File: config.mk
export PLATFORM = sky130hd
export DESIGN_NAME = rms_voice_activity_detector_unit
export DESIGN_NICKNAME = d
export VERILOG_FILES = /design/src/sv/rmsvad_pkg.sv /design/src/sv/rmsvad_front.sv /design/src/sv/rmsvad_queue.sv /design/src/sv/rmsvad_back.sv /design/src/sv/rms_voice_activity_detector_unit.sv
export SDC_FILE = /design/constraint.sdc
export NUM_CORES = 2
export LEC_CHECK = 0
export ABC_AREA = 1
export CAP_MARGIN = 20
export CORE_AREA = 8 8 359 361
export CTS_BUF_LIST = sky130_fd_sc_hd__clkbuf_16
export DETAILED_ROUTE_END_ITERATION = 16
export DIE_AREA = 0 0 367 369
export DONT_BUFFER_PORTS = 1
export HOLD_SLACK_MARGIN = 0.02
export PLACE_DENSITY = 0.67
export SLEW_MARGIN = 0
export SYNTH_ARGS = -nofsm -noshare
export SYNTH_HDL_FRONTEND = slang
export SYNTH_SLANG_ARGS = --single-unit
File: constraint.sdc
create_clock -name clock -period 6.1 [get_ports clock]
set_input_delay 0 -clock clock [delete_from_list [all_inputs] [get_ports clock]]
set_output_delay 0 -clock clock [all_outputs]
set_load 0.1 [all_outputs]
File: src/sv/rmsvad_pkg.sv
// Package for the RMS voice activity detector.
// Holds the register map, the configuration record and the decision FSM codes.
// No dependencies.
package rmsvad_pkg;

   // APB register map: register i at byte address 4*i
   localparam int CSR_ADDR_W = 4;
   localparam int CSR_DATA_W = 32;

   localparam logic [1:0] REG_THRESHOLD  = 2'd0;
   localparam logic [1:0] REG_RELEASE    = 2'd1;
   localparam logic [1:0] REG_MIN_ACTIVE = 2'd2;

   localparam logic [14:0] THRESHOLD_RESET  = 15'd1638;
   localparam logic [15:0] RELEASE_RESET    = 16'd200;
   localparam logic [15:0] MIN_ACTIVE_RESET = 16'd100;

   // square of a 17-bit magnitude of at most 2^15 fits in 31 bits
   localparam int MAG_W    = 17;
   localparam int SQUARE_W = 31;
   localparam int THR_SQ_W = 30;

   typedef struct packed {
      logic [15:0] min_active_time_ms;
      logic [15:0] release_time_ms;
      logic [14:0] threshold_q15;
   } cfg_type;

   typedef enum logic [3:0] {
      ST_IDLE   = 4'b0001,
      ST_SQUARE = 4'b0010,
      ST_SCALE  = 4'b0100,
      ST_DECIDE = 4'b1000
   } back_state_type;

endpackage

File: src/sv/rmsvad_front.sv
// Front end of the RMS voice activity detector: takes samples, squares and
// accumulates them, and hands one summary per frame to the queue.
// Depends on rmsvad_pkg.
module rmsvad_front #(
   parameter int FRAME_MAX = 4096,
   parameter int TALLY_W   = $clog2(FRAME_MAX + 1),
   parameter int ENERGY_W  = rmsvad_pkg::SQUARE_W + TALLY_W
) (
   input  logic                clock,
   input  logic                reset,
   input  logic                req_valid,
   output logic                req_ready,
   input  logic [15:0]         pcm_sample,
   input  logic                frame_end,
   input  logic [15:0]         given_rms_q15,
   input  logic [31:0]         time_now_ms,
   output logic                push,
   input  logic                push_ready,
   output logic [ENERGY_W-1:0] push_energy,
   output logic [TALLY_W-1:0]  push_tally,
   output logic [15:0]         push_given,
   output logic [31:0]         push_now
);

   localparam int MAG_W = rmsvad_pkg::MAG_W;
   localparam logic [TALLY_W-1:0] TALLY_LIMIT = TALLY_W'(FRAME_MAX);

   logic                     accept;
   logic                     take;
   logic                     advance;
   logic                     s2_fire;
   logic [TALLY_W-1:0]       tally_ff, tally_in, tally_now;
   logic [ENERGY_W-1:0]      energy_ff, energy_in, energy_sum;
   logic [rmsvad_pkg::MAG_W-1:0] mag;

   // stage 1: sample magnitude
   logic                     s1_valid_ff, s1_valid_in;
   logic [rmsvad_pkg::MAG_W-1:0] s1_mag_ff;
   logic                     s1_take_ff, s1_last_ff;
   logic [15:0]              s1_given_ff;
   logic [31:0]              s1_now_ff;
   logic [TALLY_W-1:0]       s1_tally_ff;

   // stage 2: square
   logic                     s2_valid_ff, s2_valid_in;
   logic [rmsvad_pkg::SQUARE_W-1:0] s2_sq_ff;
   logic [2*rmsvad_pkg::MAG_W-1:0]  sq_full;
   logic                     s2_take_ff, s2_last_ff;
   logic [15:0]              s2_given_ff;
   logic [31:0]              s2_now_ff;
   logic [TALLY_W-1:0]       s2_tally_ff;

   assign s2_fire   = s2_valid_ff & (~s2_last_ff | push_ready);
   assign advance   = ~s2_valid_ff | s2_fire;
   assign req_ready = advance | ~s1_valid_ff;
   assign accept    = req_valid & req_ready;

   // samples past the frame limit are dropped
   assign take      = (tally_ff < TALLY_LIMIT);
   assign tally_now = tally_ff + TALLY_W'(take);
   assign mag       = pcm_sample[15] ? (MAG_W'(17'h10000) - {1'b0, pcm_sample})
                                     : {1'b0, pcm_sample};

   always_comb begin
      tally_in = tally_ff;
      if (accept) begin
         tally_in = frame_end ? '0 : tally_now;
      end
   end

   assign s1_valid_in = accept | (s1_valid_ff & ~advance);
   assign s2_valid_in = (s1_valid_ff & advance) | (s2_valid_ff & ~s2_fire);
   assign sq_full     = s1_mag_ff * s1_mag_ff;

   assign energy_sum = energy_ff + (s2_take_ff ? ENERGY_W'(s2_sq_ff) : '0);

   always_comb begin
      energy_in = energy_ff;
      if (s2_fire) begin
         energy_in = s2_last_ff ? '0 : energy_sum;
      end
   end

   always_ff @(posedge clock) begin
      if (reset) begin
         tally_ff    <= '0;
         energy_ff   <= '0;
         s1_valid_ff <= 1'b0;
         s2_valid_ff <= 1'b0;
      end else begin
         tally_ff    <= tally_in;
         energy_ff   <= energy_in;
         s1_valid_ff <= s1_valid_in;
         s2_valid_ff <= s2_valid_in;
      end
   end

   always_ff @(posedge clock) begin
      if (accept) begin
         s1_mag_ff   <= mag;
         s1_take_ff  <= take;
         s1_last_ff  <= frame_end;
         s1_given_ff <= given_rms_q15;
         s1_now_ff   <= time_now_ms;
         s1_tally_ff <= tally_now;
      end
      if (s1_valid_ff & advance) begin
         s2_sq_ff    <= sq_full[rmsvad_pkg::SQUARE_W-1:0];
         s2_take_ff  <= s1_take_ff;
         s2_last_ff  <= s1_last_ff;
         s2_given_ff <= s1_given_ff;
         s2_now_ff   <= s1_now_ff;
         s2_tally_ff <= s1_tally_ff;
      end
   end

   assign push        = s2_fire & s2_last_ff;
   assign push_energy = energy_sum;
   assign push_tally  = s2_tally_ff;
   assign push_given  = s2_given_ff;
   assign push_now    = s2_now_ff;

endmodule

File: src/sv/rmsvad_queue.sv
// Two-entry queue of frame summaries between front and back end.
// No dependencies.
module rmsvad_queue #(
   parameter int WIDTH = 8
) (
   input  logic             clock,
   input  logic             reset,
   input  logic             wr_valid,
   output logic             wr_ready,
   input  logic [WIDTH-1:0] wr_data,
   output logic             rd_valid,
   input  logic             rd_pop,
   output logic [WIDTH-1:0] rd_data
);

   logic [WIDTH-1:0] entry_ff [2];
   logic             wr_ptr_ff, wr_ptr_in;
   logic             rd_ptr_ff, rd_ptr_in;
   logic [1:0]       count_ff, count_in;
   logic             do_write, do_read;

   assign wr_ready = (count_ff != 2'd2);
   assign rd_valid = (count_ff != 2'd0);
   assign rd_data  = entry_ff[rd_ptr_ff];
   assign do_write = wr_valid & wr_ready;
   assign do_read  = rd_pop & rd_valid;

   assign wr_ptr_in = wr_ptr_ff ^ do_write;
   assign rd_ptr_in = rd_ptr_ff ^ do_read;
   assign count_in  = count_ff + 2'(do_write) - 2'(do_read);

   always_ff @(posedge clock) begin
      if (reset) begin
         wr_ptr_ff <= 1'b0;
         rd_ptr_ff <= 1'b0;
         count_ff  <= 2'd0;
      end else begin
         wr_ptr_ff <= wr_ptr_in;
         rd_ptr_ff <= rd_ptr_in;
         count_ff  <= count_in;
      end
   end

   always_ff @(posedge clock) begin
      if (do_write) begin
         entry_ff[wr_ptr_ff] <= wr_data;
      end
   end

endmodule

File: src/sv/rmsvad_back.sv
// Back end of the RMS voice activity detector: judges each frame loud or
// quiet, runs the hangover timers and registers the result.
// Depends on rmsvad_pkg.
module rmsvad_back #(
   parameter int TALLY_W  = 13,
   parameter int ENERGY_W = rmsvad_pkg::SQUARE_W + TALLY_W
) (
   input  logic                 clock,
   input  logic                 reset,
   input  rmsvad_pkg::cfg_type  cfg,
   input  logic                 q_valid,
   output logic                 q_pop,
   input  logic [ENERGY_W-1:0]  q_energy,
   input  logic [TALLY_W-1:0]   q_tally,
   input  logic [15:0]          q_given,
   input  logic [31:0]          q_now,
   output logic                 rsp_valid,
   input  logic                 rsp_ready,
   output logic                 rsp_active,
   output logic                 active_state
);

   localparam int THR_W  = rmsvad_pkg::THR_SQ_W;
   localparam int PROD_W = THR_W + TALLY_W;

   rmsvad_pkg::back_state_type state_ff, state_in;

   logic [ENERGY_W-1:0] energy_ff;
   logic [TALLY_W-1:0]  tally_ff;
   logic [15:0]         given_ff;
   logic [31:0]         now_ff;
   logic [THR_W-1:0]    thr_sq_ff;
   logic [ENERGY_W-1:0] limit_ff;
   logic [PROD_W-1:0]   product;
   logic [THR_W-1:0]    thr_sq;

   logic        active_ff, active_in;
   logic [31:0] last_loud_ff, last_loud_in;
   logic [31:0] last_change_ff, last_change_in;
   logic        rsp_valid_ff, rsp_valid_in;
   logic        rsp_active_ff, rsp_active_in;

   logic        out_free, loud, released;
   logic [31:0] since_loud, since_change;

   assign thr_sq  = {15'd0, cfg.threshold_q15} * {15'd0, cfg.threshold_q15};
   assign product = {{TALLY_W{1'b0}}, thr_sq_ff} * {{THR_W{1'b0}}, tally_ff};

   assign out_free = ~rsp_valid_ff | rsp_ready;
   assign loud     = (given_ff != 16'd0) ? (given_ff >= {1'b0, cfg.threshold_q15})
                                         : (energy_ff >= limit_ff);

   // elapsed times wrap modulo 2^32
   assign since_loud   = now_ff - last_loud_ff;
   assign since_change = now_ff - last_change_ff;
   assign released     = (since_loud > {16'd0, cfg.release_time_ms}) &&
                         (since_change > {16'd0, cfg.min_active_time_ms});

   assign q_pop = (state_ff == rmsvad_pkg::ST_IDLE) & q_valid;

   always_comb begin
      state_in       = state_ff;
      active_in      = active_ff;
      last_loud_in   = last_loud_ff;
      last_change_in = last_change_ff;
      rsp_valid_in   = rsp_valid_ff & ~rsp_ready;
      rsp_active_in  = rsp_active_ff;
      unique case (state_ff)
         rmsvad_pkg::ST_IDLE: begin
            if (q_valid) begin
               state_in = rmsvad_pkg::ST_SQUARE;
            end
         end
         rmsvad_pkg::ST_SQUARE: begin
            state_in = rmsvad_pkg::ST_SCALE;
         end
         rmsvad_pkg::ST_SCALE: begin
            state_in = rmsvad_pkg::ST_DECIDE;
         end
         rmsvad_pkg::ST_DECIDE: begin
            // hold until the result register can take a new value
            if (out_free) begin
               state_in = rmsvad_pkg::ST_IDLE;
               if (loud) begin
                  last_loud_in = now_ff;
                  if (!active_ff) begin
                     active_in      = 1'b1;
                     last_change_in = now_ff;
                     rsp_valid_in   = 1'b1;
                     rsp_active_in  = 1'b1;
                  end
               end else if (active_ff && released) begin
                  active_in      = 1'b0;
                  last_change_in = now_ff;
                  rsp_valid_in   = 1'b1;
                  rsp_active_in  = 1'b0;
               end
            end
         end
         default: begin
            state_in = rmsvad_pkg::ST_IDLE;
         end
      endcase
   end

   always_ff @(posedge clock) begin
      if (reset) begin
         state_ff       <= rmsvad_pkg::ST_IDLE;
         active_ff      <= 1'b0;
         last_loud_ff   <= '0;
         last_change_ff <= '0;
         rsp_valid_ff   <= 1'b0;
         rsp_active_ff  <= 1'b0;
      end else begin
         state_ff       <= state_in;
         active_ff      <= active_in;
         last_loud_ff   <= last_loud_in;
         last_change_ff <= last_change_in;
         rsp_valid_ff   <= rsp_valid_in;
         rsp_active_ff  <= rsp_active_in;
      end
   end

   always_ff @(posedge clock) begin
      if (q_pop) begin
         energy_ff <= q_energy;
         tally_ff  <= q_tally;
         given_ff  <= q_given;
         now_ff    <= q_now;
      end
      if (state_ff == rmsvad_pkg::ST_SQUARE) begin
         thr_sq_ff <= thr_sq;
      end
      if (state_ff == rmsvad_pkg::ST_SCALE) begin
         limit_ff <= ENERGY_W'(product);
      end
   end

   assign rsp_valid    = rsp_valid_ff;
   assign rsp_active   = rsp_active_ff;
   assign active_state = active_ff;

endmodule

File: src/sv/rms_voice_activity_detector_unit.sv
// Top level of the RMS voice activity detector.
// Depends on rmsvad_pkg, rmsvad_front, rmsvad_queue and rmsvad_back.
//
// Usage:
//   req_*  stream of 16-bit PCM samples, one per request; req_tlast marks the
//          last sample of a frame, which carries the frame's given RMS and
//          its millisecond timestamp.
//   rsp_*  one request whenever the voice state changes; rsp_tdata[0] is the
//          new state.
//   csr_*  APB port: threshold_q15 at 0x0, release_time_ms at 0x4,
//          min_active_time_ms at 0x8. Write only while the block is idle.
// Throughput: one sample per cycle while the queue has room. Each frame end
// passes through the decision sequencer (threshold square, scale by count,
// compare and update); a two-entry queue lets the sample path run on while it
// works, so short frames back to back can fill the queue and stall the input.
// Path of a frame-end sample to rsp_tvalid: magnitude stage, square stage,
// queue, then the sequencer's idle, square, scale and decide states.
// Reset clears the running sums, the queue and the voice state (inactive,
// timestamps zero) and loads the register defaults. A stalled rsp_tready
// holds the result; the sample path keeps running until the queue fills.
module rms_voice_activity_detector_unit #(
   parameter int FRAME_MAX = 4096
) (
   input  logic        clock,
   input  logic        reset,
   // req_tdata: pcm_sample[15:0], given_rms_q15[31:16], time_now_ms[63:32]
   input  logic        req_tvalid,
   output logic        req_tready,
   input  logic [63:0] req_tdata,
   input  logic        req_tlast,
   // rsp_tdata: voice_active[0], zero fill [7:1]
   output logic        rsp_tvalid,
   input  logic        rsp_tready,
   output logic [7:0]  rsp_tdata,
   input  logic        csr_psel,
   input  logic        csr_penable,
   input  logic        csr_pwrite,
   input  logic [rmsvad_pkg::CSR_ADDR_W-1:0] csr_paddr,
   input  logic [rmsvad_pkg::CSR_DATA_W-1:0] csr_pwdata,
   output logic [rmsvad_pkg::CSR_DATA_W-1:0] csr_prdata,
   output logic        csr_pready
);

   localparam int TALLY_W  = $clog2(FRAME_MAX + 1);
   localparam int ENERGY_W = rmsvad_pkg::SQUARE_W + TALLY_W;
   localparam int ENTRY_W  = ENERGY_W + TALLY_W + 16 + 32;

   rmsvad_pkg::cfg_type cfg_ff, cfg_in;
   logic                csr_wr;
   logic [1:0]          csr_index;

   logic                push, push_ready;
   logic [ENERGY_W-1:0] push_energy, q_energy;
   logic [TALLY_W-1:0]  push_tally, q_tally;
   logic [15:0]         push_given, q_given;
   logic [31:0]         push_now, q_now;
   logic                q_valid, q_pop;
   logic                rsp_active;
   logic                active_state;

   // configuration registers
   assign csr_pready = 1'b1;
   assign csr_wr     = csr_psel & csr_penable & csr_pwrite;
   assign csr_index  = csr_paddr[3:2];

   always_comb begin
      cfg_in = cfg_ff;
      if (csr_wr) begin
         unique case (csr_index)
            rmsvad_pkg::REG_THRESHOLD:  cfg_in.threshold_q15      = csr_pwdata[14:0];
            rmsvad_pkg::REG_RELEASE:    cfg_in.release_time_ms    = csr_pwdata[15:0];
            rmsvad_pkg::REG_MIN_ACTIVE: cfg_in.min_active_time_ms = csr_pwdata[15:0];
            default: ;
         endcase
      end
   end

   always_comb begin
      unique case (csr_index)
         rmsvad_pkg::REG_THRESHOLD:  csr_prdata = {17'd0, cfg_ff.threshold_q15};
         rmsvad_pkg::REG_RELEASE:    csr_prdata = {16'd0, cfg_ff.release_time_ms};
         rmsvad_pkg::REG_MIN_ACTIVE: csr_prdata = {16'd0, cfg_ff.min_active_time_ms};
         default:                    csr_prdata = '0;
      endcase
   end

   always_ff @(posedge clock) begin
      if (reset) begin
         cfg_ff.threshold_q15      <= rmsvad_pkg::THRESHOLD_RESET;
         cfg_ff.release_time_ms    <= rmsvad_pkg::RELEASE_RESET;
         cfg_ff.min_active_time_ms <= rmsvad_pkg::MIN_ACTIVE_RESET;
      end else begin
         cfg_ff <= cfg_in;
      end
   end

   rmsvad_front #(
      .FRAME_MAX (FRAME_MAX),
      .TALLY_W   (TALLY_W),
      .ENERGY_W  (ENERGY_W)
   ) u_front (
      .clock         (clock),
      .reset         (reset),
      .req_valid     (req_tvalid),
      .req_ready     (req_tready),
      .pcm_sample    (req_tdata[15:0]),
      .frame_end     (req_tlast),
      .given_rms_q15 (req_tdata[31:16]),
      .time_now_ms   (req_tdata[63:32]),
      .push          (push),
      .push_ready    (push_ready),
      .push_energy   (push_energy),
      .push_tally    (push_tally),
      .push_given    (push_given),
      .push_now      (push_now)
   );

   rmsvad_queue #(
      .WIDTH (ENTRY_W)
   ) u_queue (
      .clock    (clock),
      .reset    (reset),
      .wr_valid (push),
      .wr_ready (push_ready),
      .wr_data  ({push_energy, push_tally, push_given, push_now}),
      .rd_valid (q_valid),
      .rd_pop   (q_pop),
      .rd_data  ({q_energy, q_tally, q_given, q_now})
   );

   rmsvad_back #(
      .TALLY_W  (TALLY_W),
      .ENERGY_W (ENERGY_W)
   ) u_back (
      .clock        (clock),
      .reset        (reset),
      .cfg          (cfg_ff),
      .q_valid      (q_valid),
      .q_pop        (q_pop),
      .q_energy     (q_energy),
      .q_tally      (q_tally),
      .q_given      (q_given),
      .q_now        (q_now),
      .rsp_valid    (rsp_tvalid),
      .rsp_ready    (rsp_tready),
      .rsp_active   (rsp_active),
      .active_state (active_state)
   );

   assign rsp_tdata = {7'd0, rsp_active};

   // a pending result always shows the current voice state
   assert property (@(posedge clock) disable iff (reset)
      rsp_tvalid |-> (rsp_tdata[0] == active_state))
      else $error("pending result disagrees with voice state");

   // two results back to back must alternate
   assert property (@(posedge clock) disable iff (reset)
      (rsp_tvalid && rsp_tready) ##1 rsp_tvalid |-> rsp_tdata[0] != $past(rsp_tdata[0]))
      else $error("repeated voice state result");

   assert property (@(posedge clock) disable iff (reset)
      (csr_wr && csr_index == rmsvad_pkg::REG_RELEASE) |=>
      (cfg_ff.release_time_ms == $past(csr_pwdata[15:0])))
      else $error("release time register not written");

   assert property (@(posedge clock)
      reset |=> !rsp_tvalid)
      else $error("result valid after reset");

endmodule

==> summary.txt <==
CTS
  • CTS Buffer Depth: 3
  • CTS root buf: clkbuf_16
  • Sink Count: 741
  • CTS tree: done
  • H-Tree Depth: 3
  • Clock transition at the registers of the reported paths: 0.06 ns
  • CTS Buf Count: 80
  • Worst-Skew Late Latency: 0.68 ns

Global route
  • Met1 Use GR: 28.6%
  • Tot GR Track Use: between 20% and 30%
  • First-pass GRT wire length: roughly 240000 µm
  • Grt total ovfl: 0
  • Antenna violations before repair: 2
  • Vias in the first global route: between 40000 and 50000
  • Largest net degree at the start of global routing: 74
  • Most crowded layer after global routing: met2
  • Met3 Usage GRT: about 2.4%
  • GR Util met2: 37.0%

Worst setup path
  • Worst Path Arrival: 6.28 ns
  • WP buf/inv: 3
  • Startpoint types: flop
  • CP Capture Type: flop
  • Worst-path cell chain: nand2_1, fa_1, inv_1, fa_1, inv_1, fa_1, fa_1, fa_1, inv_1, ha_1, a21oi_1, nor2_1, a211oi_1, o221ai_1, a21oi_1, nand3_1, nand3_1, nand2_1, xor2_1
  • Critical setup path kind: flop to flop
  • Worst r2r src: u_back.thr_sq_ff[22]
  • Required time of the critical path: roughly 6.5 ns
  • Worst Path Max Fanout: 13
  • Worst path depth: 19
  • CP most frequent cell: fa_1
  • CP startpoint: u_back.thr_sq_ff[22]
  • Slowest stage cell on the critical path: edfxtp_1
  • Worst-case reg-to-reg path depth: 19
  • Crit path largest cell delay: approximately 0.73 ns
  • Top cell family by delay on the critical path: adder cells

Route
  • TritonRoute pass-1 iters: 6
  • Antenna viol nets, final: 0
  • DR vias: 44700
  • WL final: between 100000 and 150000 µm
  • Iter 0 DRT Violations: a little under 3000
  • DRC violations left: 0
  • DR WL/cell: ~16 µm
  • Vias/cell: 5.01

Place
  • Port buffer count: 0
  • Post-Place Cells: between 8000 and 9000
  • RD Place Congestion: slightly above 0.9
  • Hpwl dp: 114000 µm

STA
  • Worst Clk Skew: ~0.032 ns
  • Endpoints failing setup: 0
  • Rel. slew slack: about a quarter
  • Final hold violations: 0
  • Clock period minus worst slack: slightly below 6 ns
  • Setup TNS: 0 ns
  • Achievable Freq: between 150 and 200 MHz
  • Hold slack: around 0.071 ns
  • Max Slew Vio Count: 0
  • Tcrit/Tclk final: between 90% and 100%
  • Worst-Margin Slew: 1.13 ns

Finish
  • Final std cells w/o fill: 8912
  • Share of layout cells above drive strength 1: under 10%
  • Area of the multi-input gates: about 34000 µm²
  • Layout Nets: between 8000 and 9000
  • Ant. Diodes: 0
  • Total area of sequential cells: roughly 20000 µm²
  • Filler instances: 11000
  • Synth-to-Final Area Change: 11.4%

Outcome
  • Status: completed

Min path
  • HP Class: primary input to flop
  • Hold depth: 1
  • Hold Crit Start: req_tdata[57]

Floorplan
  • Die Width: roughly 370 µm
  • Die area: 135000 µm²
  • # rows: between 100 and 150
  • Chip height: 369 µm
  • Core region area: ~120000 µm²
  • Starting Density: between 40% and 50%
  • Top Ports: about 150

Synthesis
  • Ys Warns: 0
  • Synth top area share: between 20% and 30%
  • Area of the mapped netlist: between 60000 and 70000 µm²
  • Number of synthesized register bits: around 740
  • Syn avg cell area: 8.72 µm²
  • Synth area leader: edfxtp_1
  • Synth unique cells: 55
  • Area contributors post-synth: edfxtp_1 27%, fa_1 21%, nand2_1 12%
  • Post-Syn Instances: 7014
  • Post-synth top flop: edfxtp_1
  • Ys async rst share: 0%
  • Post-synth EDFFs: 560
  • Post-synthesis sequential area ratio: approximately 33%

Run
  • MaxCap Viol Count: 0
synth_stat cells (all sizes together) (2+ instances only):
library cell	instances
nand2	1920
inv	1608
fa	635
edfxtp	560
ha	465
a21oi	348
nor2	345
clkbuf	188
dfxtp	181
o21ai	146
xor2	133
nand3	115
xnor2	68
buf	39
nor3	37
nand4	28
a31oi	26
o221ai	20
o211ai	19
nor4	18
o21a	18
o21bai	14
a21o	11
nand3b	9
a21boi	8
o31ai	8
or2	7
a22oi	6
and2	5
a211oi	4
and3	4
a31o	3
o2111ai	3
o22ai	3
conb	2
final cells by class:
cell class	count	area share (%)
multi-input combinational	4467	49.9
clock inverter	69	0.964
tap	1637	3.01
timing repair buffer	308	4.25
clock buffer	81	2.97
sequential	741	30.0
inverter	1609	8.87
sequential cells by signal (all words and copies together), names as in the netlist, 2 cells and up:
name	cells
u_back.tally_ff	13
u_back.last_loud_ff	32
u_queue.count_ff	2
u_back.now_ff	32
u_back.given_ff	16
u_front.push_tally	13
u_front.s1_now_ff	32
cfg_ff	47
u_front.push_now	32
u_queue.entry_ff	210
u_front.tally_ff	13
u_front.s1_tally_ff	13
u_back.energy_ff	44
u_back.last_change_ff	32
u_front.s1_given_ff	16
u_front.energy_ff	44
u_front.s2_sq_ff	30
u_front.push_given	16
u_back.thr_sq_ff	29
u_front.s1_mag_ff	17
u_back.limit_ff	43
u_back.state_ff	4
through the flow:
stage          setup WS [ns]  utilization (%)  area [µm²]
2_1_floorplan          0.175                -       61300
3_3_place_gp           0.180             51.7       63600
3_5_place_dp           0.104             51.7       63600
4_1_cts                0.105             55.1       67800
5_1_grt             -0.00673             55.4       68100
6_report               0.222             55.4       68100
worst register-to-register path, stage by stage, from the launching register on:
cell and delay, ns:
edfxtp_1 0.73, nand2_1 0.18, fa_1 0.55, inv_1 0.06, fa_1 0.53, inv_1 0.05
fa_1 0.50, fa_1 0.51, fa_1 0.55, inv_1 0.04, ha_1 0.32, a21oi_1 0.21
nor2_1 0.06, a211oi_1 0.33, o221ai_1 0.20, a21oi_1 0.23, nand3_1 0.21, nand3_1 0.13
nand2_1 0.07, xor2_1 0.15
per-layer routing:
| layer | routed length, µm | part of all wire [%] |
|---|---|---|
| met3 | 6130 | 4.2 |
| met4 | 4400 | 3.0 |
| met1 | 64300 | 44 |
| met5 | 25 | 0.017 |
| met2 | 71100 | 49 |
logic make-up after synthesis:
| kind of cell | Yosys count | synth area share (%) |
|---|---|---|
| buffers and inverters | 1836 | 11.5 |
| DFF | 741 | 33.4 |
| other | 2 | 0.0123 |
| xor gates and xnor gates | 201 | 2.88 |
| AOI/OAI and AO/OA | 645 | 5.91 |
| and+or+nand+nor | 2489 | 16.0 |
| adders and majority gates | 1100 | 30.3 |
worst paths after layout:
kind / endpoint / slack (ns)
hold / removal: u_front.s1_now_ff[25] / 0.07
setup reg to reg: u_back.limit_ff[42] / 0.22
setup / recovery: u_back.limit_ff[42] / 0.22
hold reg to reg: u_front.push_tally[10] / 0.40
layout by cell type, fill, tap and decap left out, types with 13 or more instances in the layout:
master	synthesis	routed
o21bai_1	14	13
nor3_1	36	36
xnor2_1	68	68
ha_1	465	461
xor2_1	133	133
buf_12	0	15
nand3_1	112	111
nand4_1	28	28
fa_1	635	635
conb_1	2	32
nand2_1	1916	1915
dfxtp_1	181	172
inv_1	1608	1622
nor2_1	341	338
o21ai_0	137	133
nor4_1	18	17
o221ai_2	0	15
o21a_1	18	18
buf_4	25	139
o211ai_1	19	19
dlygate4sd3_1	0	150
a21oi_1	348	343
clkinv_2	0	14
clkbuf_16	0	81
edfxtp_1	560	560
a31oi_1	26	26
repair_timing:
item | in CTS | in global routing
endpoints found under the hold margin | 248 | 0
buffers inserted | 0 | 32
endpoints found under the setup margin | 0 | 24
hold buffers | 151 | 0
gates resized for setup | 0 | 28
Power is left out: the tool's default activity adds up to more than one toggle a clock period on the data nets, which glitch-free logic cannot reach.
